`src/design/fbpe_pkg.sv`:
```
// types, constants and lookup tables for the e-paper frame store pixel engine
// no dependencies; imported by the address stage, the top module and the testbench
`default_nettype none

package fbpe_pkg;

   // panel geometry
   localparam int SCREEN_WIDTH  = 640;
   localparam int SCREEN_HEIGHT = 384;
   localparam int COLS          = (SCREEN_WIDTH + 3) / 4;
   localparam int STORE_SIZE    = COLS * SCREEN_HEIGHT;
   localparam int ADDR_W        = (STORE_SIZE > 1) ? $clog2(STORE_SIZE) : 1;

   // coordinate widths: signed rotated coordinates and unsigned checked ones
   localparam int MAX_DIM = (SCREEN_WIDTH > SCREEN_HEIGHT)
                            ? ((SCREEN_WIDTH > 1024) ? SCREEN_WIDTH : 1024)
                            : ((SCREEN_HEIGHT > 1024) ? SCREEN_HEIGHT : 1024);
   localparam int COORD_W = $clog2(MAX_DIM) + 2;
   localparam int UC_W    = COORD_W - 1;
   localparam int COL_W   = UC_W - 2;

   // reciprocal constants for the remainder by three
   localparam int MOD3_SHIFT = UC_W + 1;
   localparam int MOD3_MUL   = (2 ** MOD3_SHIFT + 2) / 3;

   // remainders by three of the last physical column and row
   localparam logic [1:0] WM1_MOD3 = 2'((SCREEN_WIDTH - 1) % 3);
   localparam logic [1:0] HM1_MOD3 = 2'((SCREEN_HEIGHT - 1) % 3);

   // request opcodes
   localparam logic OP_DRAW    = 1'b0;
   localparam logic OP_READOUT = 1'b1;

   // color classes of a draw request
   localparam logic [1:0] CLS_WHITE  = 2'd0;
   localparam logic [1:0] CLS_BLACK  = 2'd1;
   localparam logic [1:0] CLS_RED    = 2'd2;
   localparam logic [1:0] CLS_DITHER = 2'd3;

   // stored pixel codes
   localparam logic [1:0] CODE_BLACK = 2'd0;
   localparam logic [1:0] CODE_RED   = 2'd1;
   localparam logic [1:0] CODE_WHITE = 2'd3;

   // panel code for red
   localparam logic [3:0] PANEL_RED = 4'd4;

   // orientation codes
   localparam logic [1:0] ROT_0   = 2'd0;
   localparam logic [1:0] ROT_90  = 2'd1;
   localparam logic [1:0] ROT_180 = 2'd2;
   localparam logic [1:0] ROT_270 = 2'd3;

   // dither threshold level from (y%3)*3 + x%3
   localparam logic [3:0] DITHER_MATRIX [9] = '{
      4'd0, 4'd7, 4'd3, 4'd6, 4'd5, 4'd2, 4'd4, 4'd1, 4'd8};

   // luma offset trunc(128*(m/9-0.5)) indexed by level m
   localparam logic signed [7:0] DITHER_OFFSET [9] = '{
      -8'sd64, -8'sd49, -8'sd35, -8'sd21, -8'sd7, 8'sd7, 8'sd21, 8'sd35, 8'sd49};

   // bits kept in a byte when one pixel lane is rewritten
   localparam logic [7:0] KEEP_MASK [4] = '{8'd252, 8'd243, 8'd207, 8'd63};

   // one request
   typedef struct packed {
      logic       opcode;
      logic [9:0] pixel_x;
      logic [9:0] pixel_y;
      logic [1:0] color_class;
      logic [7:0] luma;
      logic [8:0] read_row;
      logic [7:0] read_col;
   } req_type;

   // one result
   typedef struct packed {
      logic [7:0] panel_byte;
      logic       last;
   } rsp_type;

   // address stage result handed to the sequencer
   typedef struct packed {
      logic              opcode;
      logic              in_range;
      logic [ADDR_W-1:0] addr;
      logic [1:0]        lane;
      logic [1:0]        code;
   } calc_type;

   // sequencer states
   typedef enum logic [2:0] {
      ST_CLEAR,
      ST_IDLE,
      ST_ROTATE,
      ST_CALC,
      ST_READ,
      ST_MODIFY,
      ST_OUT0,
      ST_OUT1
   } state_type;

   // remainder by three through a reciprocal multiply and one correction
   function automatic logic [1:0] mod3(input logic [UC_W-1:0] v);
      logic [2*UC_W:0]  prod;
      logic [UC_W-1:0]  q;
      logic [UC_W+1:0]  r;
      prod = (2*UC_W+1)'(v) * (2*UC_W+1)'(MOD3_MUL);
      q    = UC_W'(prod >> MOD3_SHIFT);
      r    = (UC_W+2)'(v) - ((UC_W+2)'(q) << 1) - (UC_W+2)'(q);
      if (r >= (UC_W+2)'(3)) begin
         r = r - (UC_W+2)'(3);
      end
      return r[1:0];
   endfunction

endpackage

`default_nettype wire

```
`src/design/fbpe_addr_calc.sv`:
```
// address stage: rotation, range check, dither decision and byte address
// in two register stages; depends on fbpe_pkg
`default_nettype none

module fbpe_addr_calc (
   input  wire                 clock,
   input  wire                 rot_load,
   input  wire                 load,
   input  wire  [1:0]          orientation,
   input  fbpe_pkg::req_type   req,
   output fbpe_pkg::calc_type  calc_out
);

   import fbpe_pkg::*;

   localparam logic signed [COORD_W-1:0] W_S = COORD_W'(SCREEN_WIDTH);
   localparam logic signed [COORD_W-1:0] H_S = COORD_W'(SCREEN_HEIGHT);
   localparam logic signed [COORD_W-1:0] ONE_S = COORD_W'(1);

   logic signed [COORD_W-1:0] px;
   logic signed [COORD_W-1:0] py;
   logic signed [COORD_W-1:0] rx;
   logic signed [COORD_W-1:0] ry;
   logic [1:0]                px3;
   logic [1:0]                py3;
   logic                      draw_ok_in;
   logic                      draw_ok_ff;
   logic [UC_W-1:0]           ux_in;
   logic [UC_W-1:0]           ux_ff;
   logic [UC_W-1:0]           uy_in;
   logic [UC_W-1:0]           uy_ff;
   logic [1:0]                x3_in;
   logic [1:0]                x3_ff;
   logic [1:0]                y3_in;
   logic [1:0]                y3_ff;
   logic                      read_ok;
   logic [3:0]                level_idx;
   logic signed [9:0]         dither_v;
   logic [1:0]                code;
   logic [COL_W-1:0]          col_sel;
   logic [UC_W-1:0]           row_sel;
   calc_type                  calc_in;
   calc_type                  calc_ff;

   // (c - r) mod 3 for two remainders by three
   function automatic logic [1:0] sub_mod3(input logic [1:0] c, input logic [1:0] r);
      return (c >= r) ? (c - r) : (c + 2'd3 - r);
   endfunction

   // rotate logical coordinates onto the physical panel, remainders follow along
   always_comb begin
      px  = $signed(COORD_W'(req.pixel_x));
      py  = $signed(COORD_W'(req.pixel_y));
      px3 = mod3(UC_W'(req.pixel_x));
      py3 = mod3(UC_W'(req.pixel_y));
      unique case (orientation)
         ROT_0: begin
            rx    = px;
            ry    = py;
            x3_in = px3;
            y3_in = py3;
         end
         ROT_90: begin
            rx    = py;
            ry    = H_S - ONE_S - px;
            x3_in = py3;
            y3_in = sub_mod3(HM1_MOD3, px3);
         end
         ROT_180: begin
            rx    = W_S - ONE_S - px;
            ry    = H_S - ONE_S - py;
            x3_in = sub_mod3(WM1_MOD3, px3);
            y3_in = sub_mod3(HM1_MOD3, py3);
         end
         default: begin
            rx    = W_S - ONE_S - py;
            ry    = px;
            x3_in = sub_mod3(WM1_MOD3, py3);
            y3_in = px3;
         end
      endcase
   end

   // draw range check
   assign draw_ok_in = !rx[COORD_W-1] && (rx < W_S) && !ry[COORD_W-1] && (ry < H_S);

   assign ux_in = rx[UC_W-1:0];
   assign uy_in = ry[UC_W-1:0];

   // rotation stage register
   always_ff @(posedge clock) begin
      if (rot_load) begin
         ux_ff      <= ux_in;
         uy_ff      <= uy_in;
         draw_ok_ff <= draw_ok_in;
         x3_ff      <= x3_in;
         y3_ff      <= y3_in;
      end
   end

   // readout range check
   assign read_ok = (UC_W'(req.read_row) < UC_W'(SCREEN_HEIGHT))
                 && (UC_W'(req.read_col) < UC_W'(COLS));

   // ordered dither against the 3x3 threshold matrix
   always_comb begin
      level_idx = (4'(y3_ff) << 1) + 4'(y3_ff) + 4'(x3_ff);
      dither_v  = $signed({2'b00, req.luma})
                + 10'(DITHER_OFFSET[DITHER_MATRIX[level_idx]]);
   end

   // pixel code for the color class
   always_comb begin
      unique case (req.color_class)
         CLS_WHITE: code = CODE_WHITE;
         CLS_BLACK: code = CODE_BLACK;
         CLS_RED:   code = CODE_RED;
         default:   code = (dither_v < 10'sd128) ? CODE_BLACK : CODE_WHITE;
      endcase
   end

   // byte address, one multiplier shared by draw and readout
   always_comb begin
      if (req.opcode == OP_READOUT) begin
         col_sel = COL_W'(req.read_col);
         row_sel = UC_W'(req.read_row);
      end else begin
         col_sel = ux_ff[UC_W-1:2];
         row_sel = uy_ff;
      end
      calc_in.opcode   = req.opcode;
      calc_in.in_range = (req.opcode == OP_READOUT) ? read_ok : draw_ok_ff;
      calc_in.addr     = ADDR_W'(ADDR_W'(SCREEN_HEIGHT) * ADDR_W'(col_sel))
                       + ADDR_W'(row_sel);
      calc_in.lane     = ux_ff[1:0];
      calc_in.code     = code;
   end

   // stage register
   always_ff @(posedge clock) begin
      if (load) begin
         calc_ff <= calc_in;
      end
   end

   assign calc_out = calc_ff;

endmodule

`default_nettype wire

```
`config.mk`:
```
export PLATFORM = sky130hd
export DESIGN_NAME = fbpe_addr_calc
export DESIGN_NICKNAME = d
export VERILOG_FILES = /design/src/design/fbpe_pkg.sv /design/src/design/fbpe_addr_calc.sv
export SDC_FILE = /design/constraint.sdc
export NUM_CORES = 1
export LEC_CHECK = 0
export BUFFER_PORTS_ARGS = -buffer_cell sky130_fd_sc_hd__buf_2
export CORE_MARGIN = 2
export CORE_UTILIZATION = 52
export CTS_CLUSTER_DIAMETER = 80
export DETAILED_ROUTE_END_ITERATION = 8
export HOLD_SLACK_MARGIN = 0.05
export PLACE_DENSITY = 0.77
export SLEW_MARGIN = 10
export SYNTH_ARGS = -nofsm -noshare
export SYNTH_HDL_FRONTEND = slang
export SYNTH_SLANG_ARGS = --single-unit
```
`constraint.sdc`:
```
create_clock -name clock -period 10.51 [get_ports clock]
set_input_delay 1.5765 -clock clock [delete_from_list [all_inputs] [get_ports clock]]
set_output_delay 1.5765 -clock clock [all_outputs]
set_load 0.02 [all_outputs]
```
==> flow_summary.toml, run 1 <==
[finish]
drive_gt1_share_pct = 12.56
layout.nets = 1334
multiInputGateArea_mm2 = 0.007046
seqCellArea_mm2 = 0.001471
final_util_pct = 57.46
areaGrowthSynthToFinish_pct = 8.751
antennaDiodeCount = 0
fin_area_mm2 = 0.009905
nFillCells = 1488

[global_route]
grt.busiest_layer = "met2"
grt_pass1_wl_um = 33900
first_global_vias = 7237
overflow = 0
grt_use_total_pct = 22.51
antenna_found_initial = 0
grtUsageMet1_pct = 30.16
grt_max_degree = 43
met2_usage_pct = 39.78
grt_use_met3_pct = 1.529

[clock_tree]
clock-sinks = 49
clockBufferDepth = 2
cts_tree = "done"
clock_latency_ns = 0.29
root_buffer = "clkbuf_16"
cts-buffers-inserted = 5
h-tree-depth = 2
clkTransAtPathRegs_ns = 0.06

[floorplan]
ios = 75
core_mm2 = 0.01724
fp.dieW_um = 136.3
dieArea_mm2 = 0.01859
start_util_pct = 52.84
num_rows = 48
die_h_um = 136.3

[synthesis]
ys.warnings.count = 0
synth-seq-cells = 49
synth_top_family_by_area = "adder cells"
synth_compound_area_share_pct = 16.05
synth_top_area_share_pct = 23.49
synth_area_leader_cell = "ha_1"
synthArstFlopShare_pct = 0
yosys-top-cells-area = "ha_1, edfxtp_1, fa_1, inv_1, xnor2_1"
synth_top_flop_cell = "edfxtp_1"
netlist_area_mm2 = 0.009107
netlist_instances = 988
yosys.cell_count.top_type = "ha_1"
synth_commonest_cells = "ha_1, inv_1, a21oi_1"
synthAdderAreaFrac_pct = 36.47
yosys.area_share.xor_xnor_pct = 7.735
synth-edff-count = 49
synth_area_per_cell_um2 = 9.218
yosysSeqAreaShare_pct = 16.16
synth_simple_gate_area_share_pct = 12.06
synth.net_count = 1264
synth.distinct_cells = 76
synth_mux_area_share_pct = 4.973

[worst_setup_path]
crit_path_start_kind = "input port"
worst_path_largest_cell_delay_ns = 0.54
path_class = "in2reg"
path_max_fanout = 9
reg2reg_to = "calc_out[1]"
ff2ff_path_depth = 20
crit_start = "req[40]"
cp.arrival_ns = 10.04
worstPathRequired_ns = 10.54
slowest_stage = "fa_1"
r2r_slack_ns = 5.78
crit_end = "x3_ff[1]"
cp-end-kind = "register"
reg2reg_from = "y3_ff[0]"

[sta]
finClkSkew_ns = 0.002610
slew_viol_final = 0
grt_setup_unrepaired = "false"
slew_headroom_pct = 42.03
period_share_pct = 95.17
fin_setup_tns_ns = 0
max_freq_mhz = 99.97
period_needed_ns = 10.00
hold_violations = 0
worst_pin_slew_ns = 0.8587
setup_viol = 0

[place]
place.gp.congestion = 0.9282
portBuffers = 74
dp_hpwl_um = 17340
placed_area_mm2 = 0.009741

[drt]
dr.pass1.iters = 6
route.vias.total = 7398
totalWireLength_um = 20210
drtAntennaViolNets = 0
viasPerCell = 5.762
avgRoutedWirePerCell_um = 15.74
route.detailed.drc = 0
first_iter_violations = 392

[job]
maxCapViolCount = 0

[status]
status = "completed"

[hold_path]
hold_path.class = "reg2reg"
==> area by class of cell <==
cell class	count	share of cell area [%]
flip-flops and latches	49	14.86
inverters	138	5.230
multi-input cells	781	71.13
repair buffers	83	4.421
clock inverters	3	0.2527
clock buffers	5	1.263
well taps	225	2.842
==> metal layers <==
| layer | part of all wire [%] | up-vias | wire length, um |
|---|---|---|---|
| met5 | 0 | - | 0 |
| met4 | 2.0 | 0 | 398 |
| met3 | 4.2 | 24 | 839 |
| met2 | 47 | 178 | 9567 |
| met1 | 47 | 3525 | 9400 |
| li1 | - | 3671 | - |
==> layout by cell type (no fill, tap or decap), types with 18 or more instances in the layout <==
cell type / synthesis / final
nand2b_1: 18 / 18
nand2_1: 50 / 50
xnor2_1: 52 / 52
nand3_1: 24 / 24
o21ai_0: 42 / 42
ha_1: 171 / 171
nor2_1: 37 / 37
inv_1: 136 / 136
nor3_1: 18 / 18
buf_2: 3 / 74
a21oi_1: 58 / 58
xor2_1: 19 / 19
mux2i_1: 19 / 19
edfxtp_1: 49 / 49
fa_1: 52 / 52
mux2_2: 20 / 20
==> registers in the layout (all words and copies together), names as in the netlist <==
name        flops
calc_out       22
ux_ff          11
uy_ff          11
x3_ff           2
y3_ff           2
draw_ok_ff      1
==> worst min-delay path by stage <==
stage                  endpoint  depth (start not counted)     start  slack (ns)
CTS                 calc_out[3]                          0  ux_ff[1]        0.42
global placement    calc_out[2]                          0  ux_ff[0]        0.41
detailed placement  calc_out[3]                          0  ux_ff[1]        0.41
global route        calc_out[3]                          0  ux_ff[1]        0.43
floorplan           calc_out[2]                          0  ux_ff[0]        0.40
finish              calc_out[3]                          0  ux_ff[1]        0.42
==> per-stage QoR <==
step / instances / setup slack [ns] / hold slack (ns)
detailed placement: 1275 / 0.1416 / 0.4075
floorplan: 988 / 0.7541 / 0.4003
global placement: 1275 / 0.3603 / 0.4098
global route: 1284 / 0.009378 / 0.4311
finish: 1284 / 0.5074 / 0.4233
CTS: 1283 / 0.4264 / 0.4211
==> worst max-delay path: cells and delay by family <==
kind,cells,cell delay (ns)
AO/OA/AOI/OAI,6,1.46
XOR/XNOR,2,0.27
adder cells (fa/ha/maj),9,3.70
buffers and inverters,4,0.42
multiplexers,2,0.75
AND/OR/NAND/NOR,9,1.83
==> kinds of logic after synthesis <==
logic type | after synthesis
fa+ha+maj | 237
compound gates | 215
simple gates | 214
buf+inv | 158
xor+xnor | 74
flops | 49
mux | 41
==> timing repair <==
item	4_1_cts	5_1_grt
setup endpoints to repair	0	4
endpoints found under the hold margin	0	0
setup buffers	0	1
hold buffers	0	0
gates resized for setup	0	1
Power of run 1 is left out: the tool's default activity adds up to more than one toggle a clock period on the data nets, which glitch-free logic cannot reach.
==> run 2: changes to the inputs <==
- PLACE_DENSITY: 0.77 -> 0.8
- clock period: 10.51 -> 8.62 ns (I/O delays scaled with it)
==> flow_summary.toml, run 2 (synthesized netlist as in run 1, its figures left out) <==
[drt]
viasPerCell = 5.677
totalWireLength_um = 23220
drtAntennaViolNets = 0
avgRoutedWirePerCell_um = 16.22
route.detailed.drc = 0
dr.pass1.iters = 5
route.vias.total = 8130
first_iter_violations = 393

[global_route]
overflow = 0
grt_max_degree = 43
grt_use_total_pct = 24.43
first_global_vias = 8023
antenna_found_initial = 0
grt_pass1_wl_um = 36840

[worst_setup_path]
crit_end = "x3_ff[1]"
cpMostUsedCell = "ha_4"
path_class = "in2reg"
slowest_stage = "fa_1"
ff2ff_path_depth = 20
crit_start = "req[40]"
reg2reg_from = "x3_ff[1]"
reg2reg_to = "calc_out[1]"
path_max_fanout = 3
worst_path_largest_cell_delay_ns = 0.58
cp-end-kind = "register"
crit_path_start_kind = "input port"
r2r_slack_ns = 3.80
worstPathRequired_ns = 8.64
cp.arrival_ns = 8.83

[sta]
fin_ws_ns = -0.1842
max_freq_mhz = 113.6
finClkSkew_ns = 0.005328
hold_violations = 0
worst_pin_slew_ns = 0.8149
period_needed_ns = 8.804
period_share_pct = 102.1
slew_headroom_pct = 45.67
grt_setup_unrepaired = "true"
slew_viol_final = 0
setup_viol = 3

[floorplan]
die_h_um = 136.3
ios = 75
start_util_pct = 52.84
dieArea_mm2 = 0.01859
core_mm2 = 0.01724
fp.dieW_um = 136.3
num_rows = 48

[place]
placed_area_mm2 = 0.01111
dp_hpwl_um = 19240
place_ws_ns = -0.5865
portBuffers = 74
place.gp.congestion = 0.9020

[clock_tree]
root_buffer = "clkbuf_16"
postCtsHoldBufs = 0
clockBufferDepth = 2
clock_latency_ns = 0.29
clkTransAtPathRegs_ns = 0.06
clock-sinks = 49
cts-buffers-inserted = 5
cts_tree = "done"
h-tree-depth = 2

[finish]
seqCellArea_mm2 = 0.001471
largest_register_ffs = 22
fin_area_mm2 = 0.01183
multiInputGateArea_mm2 = 0.007802
drive_gt1_share_pct = 31.48
layout.nets = 1482
final_cell_mix = "buf_4, ha_1, inv_1"
antennaDiodeCount = 0
areaGrowthSynthToFinish_pct = 29.87
nFillCells = 1257
layout_commonest_cell = "buf_4"

[job]
maxCapViolCount = 0

[hold_path]
hold_path.class = "reg2reg"

[status]
failed_checks = "setup timing"
status = "finished with violations"
==> run 2: final cells by class <==
cell class | count | share of cell area [%]
clock buffer | 5 | 1.058
multi-input combinational | 781 | 65.97
tap | 225 | 2.380
clock inverter | 3 | 0.1798
inverter | 138 | 4.401
timing repair buffer | 231 | 13.57
sequential | 49 | 12.44
==> run 2: worst min path at each step <==
stage,startpoint,end,slack [ns],cells past startpoint
3_5_place_dp,ux_ff[0],calc_out[2],0.41,0
3_3_place_gp,ux_ff[1],calc_out[3],0.40,0
5_1_grt,ux_ff[0],calc_out[2],0.43,0
2_1_floorplan,ux_ff[0],calc_out[2],0.40,0
4_1_cts,ux_ff[0],calc_out[2],0.42,0
6_report,ux_ff[0],calc_out[2],0.42,0
==> run 2: timing repair <==
action,in CTS,in global routing
gates resized for setup,42,43
pin swaps,42,39
setup buffers,10,13
setup endpoints to repair,4,4
==> run 2: metal layers <==
metal  part of all wire, %  track usage [%]  up-vias
met5                     0                0        -
met4                   2.8            6.481        0
met3                   4.5            2.237       62
met2                    51            45.98      233
met1                    42            29.61     3859
li1                      -                -     3976
==> run 2: per-stage QoR <==
stage          setup TNS (ns)  hold slack (ns)  cells  utilization, %
2_1_floorplan         -0.2485           0.4003    988               -
3_3_place_gp           -1.012           0.4047   1401           64.47
3_5_place_dp           -1.874           0.4081   1401           64.47
4_1_cts               -0.2144           0.4231   1419           66.94
5_1_grt                -1.433           0.4302   1432           68.62
6_report              -0.2161           0.4224   1432           68.62
==> run 2: worst max-delay path: cells and delay by family <==
| family | cells | cell delay, ns |
|---|---|---|
| compound gates | 9 | 1.80 |
| xor+xnor | 2 | 0.29 |
| fa+ha+maj | 9 | 3.10 |
| buf+inv | 4 | 0.38 |
| mux | 2 | 0.75 |
| simple gates | 6 | 1.21 |
Power of run 2 is left out for the same reason.
